<file path="config.mk">
export PLATFORM = sky130hd
export DESIGN_NAME = double_ended_queue_unit
export DESIGN_NICKNAME = d
export VERILOG_FILES = /design/src/deq_pkg.sv /design/src/deq_ctrl.sv /design/src/deq_datapath.sv /design/src/double_ended_queue_unit.sv
export SDC_FILE = /design/constraint.sdc
export NUM_CORES = 1
export LEC_CHECK = 0
export ABC_AREA = 1
export BUFFER_PORTS_ARGS = -buffer_cell sky130_fd_sc_hd__buf_2
export CORE_ASPECT_RATIO = 1.4
export CORE_MARGIN = 1
export CORE_UTILIZATION = 30
export DETAILED_ROUTE_END_ITERATION = 7
export HOLD_SLACK_MARGIN = 0.08
export PLACE_DENSITY = 0.47
export RECOVER_POWER = 100
export SKIP_LAST_GASP = 1
export SLEW_MARGIN = 20
export SYNTH_ARGS = -nofsm -noshare
export SYNTH_HDL_FRONTEND = slang
export SYNTH_SLANG_ARGS = --single-unit
export TNS_END_PERCENT = 50
</file>
<file path="constraint.sdc">
create_clock -name i_clk -period 10.8 [get_ports i_clk]
set_input_delay 2.7 -clock i_clk [delete_from_list [all_inputs] [get_ports i_clk]]
set_output_delay 2.7 -clock i_clk [all_outputs]
set_load 0.02 [all_outputs]
</file>
<file path="src/deq_pkg.sv">
`timescale 1ns / 1ps
`default_nettype none

package deq_pkg;

    // Operation codes carried in the mode field
    localparam logic [1:0] MODE_PUSH_FRONT = 2'd0;
    localparam logic [1:0] MODE_PUSH_REAR  = 2'd1;
    localparam logic [1:0] MODE_POP_FRONT  = 2'd2;
    localparam logic [1:0] MODE_POP_REAR   = 2'd3;

    // Result status codes
    localparam logic [1:0] ST_DONE  = 2'd0;
    localparam logic [1:0] ST_EMPTY = 2'd1;
    localparam logic [1:0] ST_FULL  = 2'd2;

    localparam int unsigned DATA_W = 32;

    // Controller -> datapath command
    typedef struct packed {
        logic accept;   // input word taken this cycle
    } t_dq_cmd;

endpackage

`default_nettype wire

</file>
<file path="src/deq_ctrl.sv">
`timescale 1ns / 1ps
`default_nettype none

module deq_ctrl (
    input  wire            i_clk,
    input  wire            i_rst_n,
    input  wire            i_valid,
    output logic           o_stall,
    output logic           o_valid,
    input  wire            i_stall,
    output deq_pkg::t_dq_cmd o_cmd
);

    typedef enum logic [1:0] {
        S_IDLE = 2'b01,
        S_OUT  = 2'b10
    } t_state;

    t_state r_state;
    t_state n_state;
    logic   w_take;

    // Free to take a word when idle, or when the held result leaves this cycle
    always_comb begin
        w_take = 1'b0;
        unique case (r_state)
            S_IDLE: w_take = 1'b1;
            S_OUT:  w_take = !i_stall;
            default: w_take = 1'b0;
        endcase
    end

    assign o_stall      = !w_take;
    assign o_valid      = (r_state == S_OUT);
    assign o_cmd.accept = w_take && i_valid;

    always_comb begin
        n_state = r_state;
        unique case (r_state)
            S_IDLE: begin
                if (i_valid) n_state = S_OUT;
            end
            S_OUT: begin
                if (!i_stall && !i_valid) n_state = S_IDLE;
            end
            default: n_state = S_IDLE;
        endcase
    end

    always_ff @(posedge i_clk) begin
        if (!i_rst_n) begin
            r_state <= S_IDLE;
        end else begin
            r_state <= n_state;
        end
    end

endmodule

`default_nettype wire

</file>
<file path="src/deq_datapath.sv">
`timescale 1ns / 1ps
`default_nettype none

module deq_datapath #(
    parameter int unsigned DEPTH = 16
) (
    input  wire                              i_clk,
    input  wire                              i_rst_n,
    input  deq_pkg::t_dq_cmd                 i_cmd,
    input  wire  [1:0]                       i_mode,
    input  wire  signed [deq_pkg::DATA_W-1:0] i_push_value,
    output logic signed [deq_pkg::DATA_W-1:0] o_popped_value,
    output logic [1:0]                       o_status,
    output logic [$clog2(DEPTH+1)-1:0]       o_fill_count
);

    localparam int unsigned IW = (DEPTH > 1) ? $clog2(DEPTH) : 1;
    localparam int unsigned CW = $clog2(DEPTH + 1);
    localparam logic [CW:0]   D_EXT  = (CW + 1)'(DEPTH);
    localparam logic [CW-1:0] D_FULL = CW'(DEPTH);
    localparam logic [IW-1:0] D_LAST = IW'(DEPTH - 1);

    logic [deq_pkg::DATA_W-1:0] r_mem [DEPTH];
    logic [deq_pkg::DATA_W-1:0] r_rd_data;
    logic [IW-1:0] r_front, n_front;
    logic [CW-1:0] r_count, n_count;
    logic [1:0]    r_status, n_status;
    logic          r_pop_sel, n_pop_sel;

    logic [CW:0]   w_sum, w_sum_m1, w_tail, w_rear;
    logic [IW-1:0] w_front_dec, w_front_inc, w_addr;
    logic          w_we, w_re, w_full, w_empty;

    // Ring positions: tail = front+count, rear = front+count-1, both mod DEPTH
    assign w_sum       = (CW + 1)'(r_front) + (CW + 1)'(r_count);
    assign w_sum_m1    = w_sum - (CW + 1)'(1);
    assign w_tail      = (w_sum >= D_EXT) ? w_sum - D_EXT : w_sum;
    assign w_rear      = (w_sum_m1 >= D_EXT) ? w_sum_m1 - D_EXT : w_sum_m1;
    assign w_front_dec = (r_front == '0) ? D_LAST : r_front - IW'(1);
    assign w_front_inc = (r_front == D_LAST) ? '0 : r_front + IW'(1);
    assign w_full      = (r_count == D_FULL);
    assign w_empty     = (r_count == '0);

    always_comb begin
        n_front   = r_front;
        n_count   = r_count;
        n_status  = deq_pkg::ST_DONE;
        n_pop_sel = 1'b0;
        w_we      = 1'b0;
        w_re      = 1'b0;
        w_addr    = r_front;
        unique case (i_mode)
            deq_pkg::MODE_PUSH_FRONT: begin
                if (w_full) begin
                    n_status = deq_pkg::ST_FULL;
                end else begin
                    w_addr  = w_front_dec;
                    w_we    = 1'b1;
                    n_front = w_front_dec;
                    n_count = r_count + CW'(1);
                end
            end
            deq_pkg::MODE_PUSH_REAR: begin
                if (w_full) begin
                    n_status = deq_pkg::ST_FULL;
                end else begin
                    w_addr  = w_tail[IW-1:0];
                    w_we    = 1'b1;
                    n_count = r_count + CW'(1);
                end
            end
            deq_pkg::MODE_POP_FRONT: begin
                if (w_empty) begin
                    n_status = deq_pkg::ST_EMPTY;
                end else begin
                    w_addr    = r_front;
                    w_re      = 1'b1;
                    n_pop_sel = 1'b1;
                    n_front   = w_front_inc;
                    n_count   = r_count - CW'(1);
                end
            end
            deq_pkg::MODE_POP_REAR: begin
                if (w_empty) begin
                    n_status = deq_pkg::ST_EMPTY;
                end else begin
                    w_addr    = w_rear[IW-1:0];
                    w_re      = 1'b1;
                    n_pop_sel = 1'b1;
                    n_count   = r_count - CW'(1);
                end
            end
            default: n_status = deq_pkg::ST_DONE;
        endcase
    end

    // Single-port entry store; read data held until the next accepted pop
    always_ff @(posedge i_clk) begin
        if (i_cmd.accept && w_we) begin
            r_mem[w_addr] <= i_push_value;
        end
        if (i_cmd.accept && w_re) begin
            r_rd_data <= r_mem[w_addr];
        end
    end

    always_ff @(posedge i_clk) begin
        if (i_cmd.accept) begin
            r_status <= n_status;
        end
    end

    always_ff @(posedge i_clk) begin
        if (!i_rst_n) begin
            r_front   <= '0;
            r_count   <= '0;
            r_pop_sel <= 1'b0;
        end else if (i_cmd.accept) begin
            r_front   <= n_front;
            r_count   <= n_count;
            r_pop_sel <= n_pop_sel;
        end
    end

    assign o_popped_value = r_pop_sel ? r_rd_data : '0;
    assign o_status       = r_status;
    assign o_fill_count   = r_count;

endmodule

`default_nettype wire

</file>
<file path="src/double_ended_queue_unit.sv">
`timescale 1ns / 1ps
`default_nettype none

// Channel  Dir  Handshake            Word
// input    in   i_valid / o_stall    i_mode, i_push_value
// result   out  o_valid / i_stall    o_popped_value, o_status, o_fill_count
//
// One result word per input word, registered, in the cycle after acceptance.
// A new word is taken every cycle while the result side keeps taking results;
// throughput is set by the single read/write port of the entry store.
// Synchronous active-low reset empties the queue (front and count to zero).
// A stalled result holds; input is stalled until the held result is taken.

module double_ended_queue_unit #(
    parameter int unsigned DEPTH = 16   // entries, 2..4096
) (
    input  wire                               i_clk,
    input  wire                               i_rst_n,
    // input words
    input  wire                               i_valid,
    output logic                              o_stall,
    input  wire  [1:0]                        i_mode,
    input  wire  signed [deq_pkg::DATA_W-1:0] i_push_value,
    // result words
    output logic                              o_valid,
    input  wire                               i_stall,
    output logic signed [deq_pkg::DATA_W-1:0] o_popped_value,
    output logic [1:0]                        o_status,
    output logic [$clog2(DEPTH+1)-1:0]        o_fill_count
);

    deq_pkg::t_dq_cmd w_cmd;

    // Handshake sequencing: idle / result-held
    deq_ctrl u_ctrl (
        .i_clk   (i_clk),
        .i_rst_n (i_rst_n),
        .i_valid (i_valid),
        .o_stall (o_stall),
        .o_valid (o_valid),
        .i_stall (i_stall),
        .o_cmd   (w_cmd)
    );

    // Ring buffer, pointers and result registers
    deq_datapath #(
        .DEPTH (DEPTH)
    ) u_datapath (
        .i_clk          (i_clk),
        .i_rst_n        (i_rst_n),
        .i_cmd          (w_cmd),
        .i_mode         (i_mode),
        .i_push_value   (i_push_value),
        .o_popped_value (o_popped_value),
        .o_status       (o_status),
        .o_fill_count   (o_fill_count)
    );

endmodule

`default_nettype wire
</file>
==> impl_results.html <==
<table>
<tr><th>Metric</th><th>Value</th></tr>
<tr><th colspan="2">Drt</th></tr>
<tr><td>Detailed-route vias per instance</td><td>4.63</td></tr>
<tr><td>Iteration-0 DRC Markers</td><td>1199</td></tr>
<tr><td>Count of unresolved DRC violations after routing</td><td>0</td></tr>
<tr><td>Router iterations before antenna repair</td><td>6</td></tr>
<tr><td>Via Count</td><td>16500</td></tr>
<tr><td>Number of routed nets with antenna violations</td><td>0</td></tr>
<tr><td>Final Routed Wirelength</td><td>65900 um</td></tr>
<tr><td>Routed wirelength normalized by instance count</td><td>18.6 um</td></tr>
<tr><th colspan="2">Final layout</th></tr>
<tr><td>Number of nets in the finished design</td><td>2497</td></tr>
<tr><td>Area taken by flip-flops and latches</td><td>16600 um2</td></tr>
<tr><td>Proportion of layout cells with a drive suffix above 1</td><td>0.0514</td></tr>
<tr><td>Layout Cells excl Fill</td><td>3552</td></tr>
<tr><td>Synthesis-to-finish area growth</td><td>12.3%</td></tr>
<tr><td>Design area</td><td>27400 um2</td></tr>
<tr><td>Fillcell total</td><td>8088</td></tr>
<tr><td>Multi-input combinational cell area</td><td>6700 um2</td></tr>
<tr><td>Post-Route Utilization</td><td>0.341</td></tr>
<tr><th colspan="2">STA</th></tr>
<tr><td>Least setup slack across all paths after layout</td><td>2720 ps</td></tr>
<tr><td>Total setup violations reported at the end of the flow</td><td>0</td></tr>
<tr><td>Highest clock frequency the design can meet</td><td>0.124 GHz</td></tr>
<tr><td>Max-slew violation total from the final report</td><td>529</td></tr>
<tr><td>Total negative slack</td><td>0 ps</td></tr>
<tr><td>Max-slew headroom at the worst pin</td><td>-1.17</td></tr>
<tr><td>Setup clock skew after layout</td><td>19.9 ps</td></tr>
<tr><td>Slew at the pin closest to its max-slew limit</td><td>3250 ps</td></tr>
<tr><td>Hold violation total from the final report</td><td>0</td></tr>
<tr><td>Final period utilization</td><td>0.748</td></tr>
<tr><td>Worst slack on hold paths</td><td>500 ps</td></tr>
<tr><td>Minimum clock period</td><td>8080 ps</td></tr>
<tr><td>Setup repair after global routing missed its margin</td><td>false</td></tr>
<tr><th colspan="2">Power</th></tr>
<tr><td>Worst supply voltage drop on vdd</td><td>0.211 mV</td></tr>
<tr><td>Leakage power summed over all cells</td><td>11.2 nW</td></tr>
<tr><td>Total Power Consumption</td><td>6.73 mW</td></tr>
<tr><td>Pwr Density</td><td>245 nW/um2</td></tr>
<tr><th colspan="2">Run status</th></tr>
<tr><td>Result of the run</td><td>finished with violations</td></tr>
<tr><td>Violations in the final reports</td><td>max-capacitance violations, max-slew violations</td></tr>
<tr><th colspan="2">Clocking</th></tr>
<tr><td>Master cell of the clock root buffer</td><td>clkbuf_16</td></tr>
<tr><td>Sinks on Clock Net</td><td>558</td></tr>
<tr><td>TritonCTS Buffers</td><td>56</td></tr>
<tr><td>Maximum buffer depth of the clock tree</td><td>3</td></tr>
<tr><td>Latest clock arrival within the worst-skew pair</td><td>640 ps</td></tr>
<tr><td>Buffers inserted during post-CTS setup optimization</td><td>0</td></tr>
<tr><td># hold bufs at CTS</td><td>0</td></tr>
<tr><td>TritonCTS clock tree</td><td>built</td></tr>
<tr><td>Clock slew seen by the registers of the worst setup and hold paths</td><td>60 ps</td></tr>
<tr><td>Resize count post-CTS</td><td>0</td></tr>
<tr><td>Deepest level of the CTS H-tree</td><td>2</td></tr>
<tr><th colspan="2">Critical path</th></tr>
<tr><td>Classification of the worst setup path</td><td>input port to flop</td></tr>
<tr><td>Origin of the critical flop-to-flop path</td><td>u_datapath.o_fill_count[0]$_SDFFE_PN0P_</td></tr>
<tr><td>Launching element of the worst setup path</td><td>i_mode[1]</td></tr>
<tr><td>Crit-path max FO</td><td>90</td></tr>
<tr><td>Category of the worst setup path launch point</td><td>input port</td></tr>
<tr><td>Arrival time at the worst endpoint</td><td>8330 ps</td></tr>
<tr><td>Crit. End Element</td><td>flop</td></tr>
<tr><td>Critical path data required time</td><td>11050 ps</td></tr>
<tr><th colspan="2">Logic synthesis</th></tr>
<tr><td>Synthesized area per cell</td><td>10.1 um2</td></tr>
<tr><td>Cells after synthesis</td><td>2411</td></tr>
<tr><td>Synth Register Bits</td><td>558</td></tr>
<tr><td>Count of distinct cell types in the synthesized netlist</td><td>35</td></tr>
<tr><td>Synth Cell Area</td><td>24400 um2</td></tr>
<tr><td>Share of synthesized area occupied by flip-flops and latches</td><td>0.681</td></tr>
<tr><td>Net count of the mapped netlist</td><td>2462</td></tr>
<tr><td>Count of yosys warnings during synthesis</td><td>0</td></tr>
<tr><th colspan="2">Placement</th></tr>
<tr><td>HPWL reported at the end of detailed placement</td><td>36700 um</td></tr>
<tr><td>Total placed cells including tap cells</td><td>3450</td></tr>
<tr><td>Routability cong.</td><td>0.830</td></tr>
<tr><td>Post-placement cell area</td><td>26000 um2</td></tr>
<tr><td>Setup slack at placement</td><td>3430 ps</td></tr>
<tr><td>Port Buffers</td><td>78</td></tr>
<tr><th colspan="2">Floorplan</th></tr>
<tr><td>Row count</td><td>123</td></tr>
<tr><td>Area inside the core boundary</td><td>80500 um2</td></tr>
<tr><td>Io pins</td><td>79</td></tr>
<tr><td>Overall die area</td><td>82600 um2</td></tr>
<tr><td>Die width</td><td>243 um</td></tr>
<tr><td>Die Height</td><td>340 um</td></tr>
<tr><td>Initial core utilization</td><td>0.304</td></tr>
<tr><th colspan="2">Global routing</th></tr>
<tr><td>Initial antenna violation count</td><td>4</td></tr>
<tr><td>Vias in the first global route</td><td>16200</td></tr>
<tr><td>First-pass GRT wire length</td><td>100000 um</td></tr>
<tr><td>GRT overflow</td><td>0</td></tr>
<tr><td>Pin count of the biggest net entering global routing</td><td>123</td></tr>
<tr><td>Total GRT Usage</td><td>0.159</td></tr>
<tr><th colspan="2">Min path</th></tr>
<tr><td>Worst hold path type</td><td>flop to flop</td></tr>
<tr><td>Startpoint of the worst hold path</td><td>u_ctrl.r_state[1]$_SDFFE_PN0P_</td></tr>
<tr><th colspan="2">Run</th></tr>
<tr><td>Max-capacitance violation count</td><td>19</td></tr>
</table>
-- cell families (layout without fill, tap and decap cells) --
kind of cell | Yosys count | in the layout | synth area share
AOI/OAI and AO/OA | 41 | 41 | 0.00958
xor gates and xnor gates | 6 | 6 | 0.00215
adders and majority gates | 13 | 13 | 0.00727
buffers and inverters | 269 | 346 | 0.0485
DFF | 558 | 558 | 0.681
other | 0 | 2 | 0
and+or+nand+nor | 1524 | 1524 | 0.252
-- synth_stat cells (all sizes together) --
| cell | instances | area share |
|---|---|---|
| o21ai | 22 | 0.0050 |
| dfxtp | 12 | 0.0098 |
| nand3 | 280 | 0.058 |
| a21oi | 14 | 0.0029 |
| a211oi | 1 | 0.00031 |
| a32oi | 1 | 0.00036 |
| clkbuf | 13 | 0.0020 |
| or2 | 2 | 0.00051 |
| nand4 | 4 | 0.0010 |
| o21a | 1 | 0.00031 |
| inv | 138 | 0.021 |
| fa | 2 | 0.0016 |
| nor3 | 2 | 0.00041 |
| buf | 118 | 0.025 |
| edfxtp | 546 | 0.67 |
| ha | 11 | 0.0056 |
| nand2 | 1194 | 0.18 |
| o211ai | 1 | 0.00031 |
| nor2 | 42 | 0.0075 |
| xor2 | 4 | 0.0014 |
| o221a | 1 | 0.00046 |
| xnor2 | 2 | 0.00072 |
-- registers in the layout, indices dropped and copies added, names as in the netlist --
register                 count
u_datapath.r_front           4
u_datapath.o_fill_count      5
u_datapath.r_mem           512
u_datapath.r_rd_data        32
u_datapath.o_status          2
u_ctrl.r_state               2
u_datapath.r_pop_sel         1
-- critical path, cell delays in order --
cell,delay [ps]
clkbuf_1,270
inv_1,290
nand2_1,110
inv_1,130
nand3_1,90
nand3_1,200
buf_4,730
buf_4,930
nand4_1,580
nor2_1,1360
clkbuf_1,860
-- final cells by class --
cell class | instances | share of cell area
diodes | 2 | 0.000182
clock buffers | 61 | 0.0518
clock inverters | 39 | 0.0130
inverters | 138 | 0.0190
multi-input cells | 1584 | 0.244
flip-flops and latches | 558 | 0.607
well taps | 1062 | 0.0485
repair buffers | 108 | 0.0167
-- cell usage in the layout (no fill, tap or decap), types with 2 or more instances in the layout --
cell type   Yosys  final
a21oi_1        14     14
dfxtp_1        12     12
nand4_1         4      4
ha_1           11     11
o21ai_1         4      4
bufinv_16       0      5
buf_2         106      4
clkinv_2        0     12
fa_1            2      2
clkbuf_1       13     97
inv_2          12      9
nor3_1          2      2
nor2_4          2     13
xor2_1          4      4
nand3_1       277    278
nor2_1         36     29
o21ai_0        17     17
nand2_1      1192   1192
clkinvlp_4      0      4
nand2_8         0      2
inv_1         126    128
xnor2_1         2      2
diode_2         0      2
clkinv_8        0      3
clkinv_1        0     13
clkbuf_16       0     56
buf_4           5     11
edfxtp_1      546    546
-- path summary, 6_finish.rpt --
path | slack, ps | cells past startpoint | to
worst max register to register | 4330 | 13 | u_datapath.r_mem[15][11]$_DFFE_PP_
worst min-delay path | 500 | 2 | u_ctrl.r_state[1]$_SDFFE_PN0P_
worst min register to register | 500 | 2 | u_ctrl.r_state[1]$_SDFFE_PN0P_
worst max-delay path | 2720 | 11 | u_datapath.r_mem[15][11]$_DFFE_PP_
-- per-layer routing --
layer  share of wire  up-vias  wire, um  GRT usage
met5               0        -         0          0
li1                -     8006         -          -
met2            0.48      352     31800      0.269
met4           0.024        0      1600     0.0452
met3           0.042      100      2740     0.0217
met1            0.45     8001     29800      0.211
-- where the power goes --
| part | internal, mW | leakage (nW) | switching (mW) |
|---|---|---|---|
| sequential | 2.52 | 5.01 | 0.0533 |
| clock | 1.07 | 0.864 | 0.852 |
| combinational | 0.589 | 5.31 | 1.64 |
| total | 4.18 | 11.2 | 2.55 |
(Power assumes the default switching activity.)
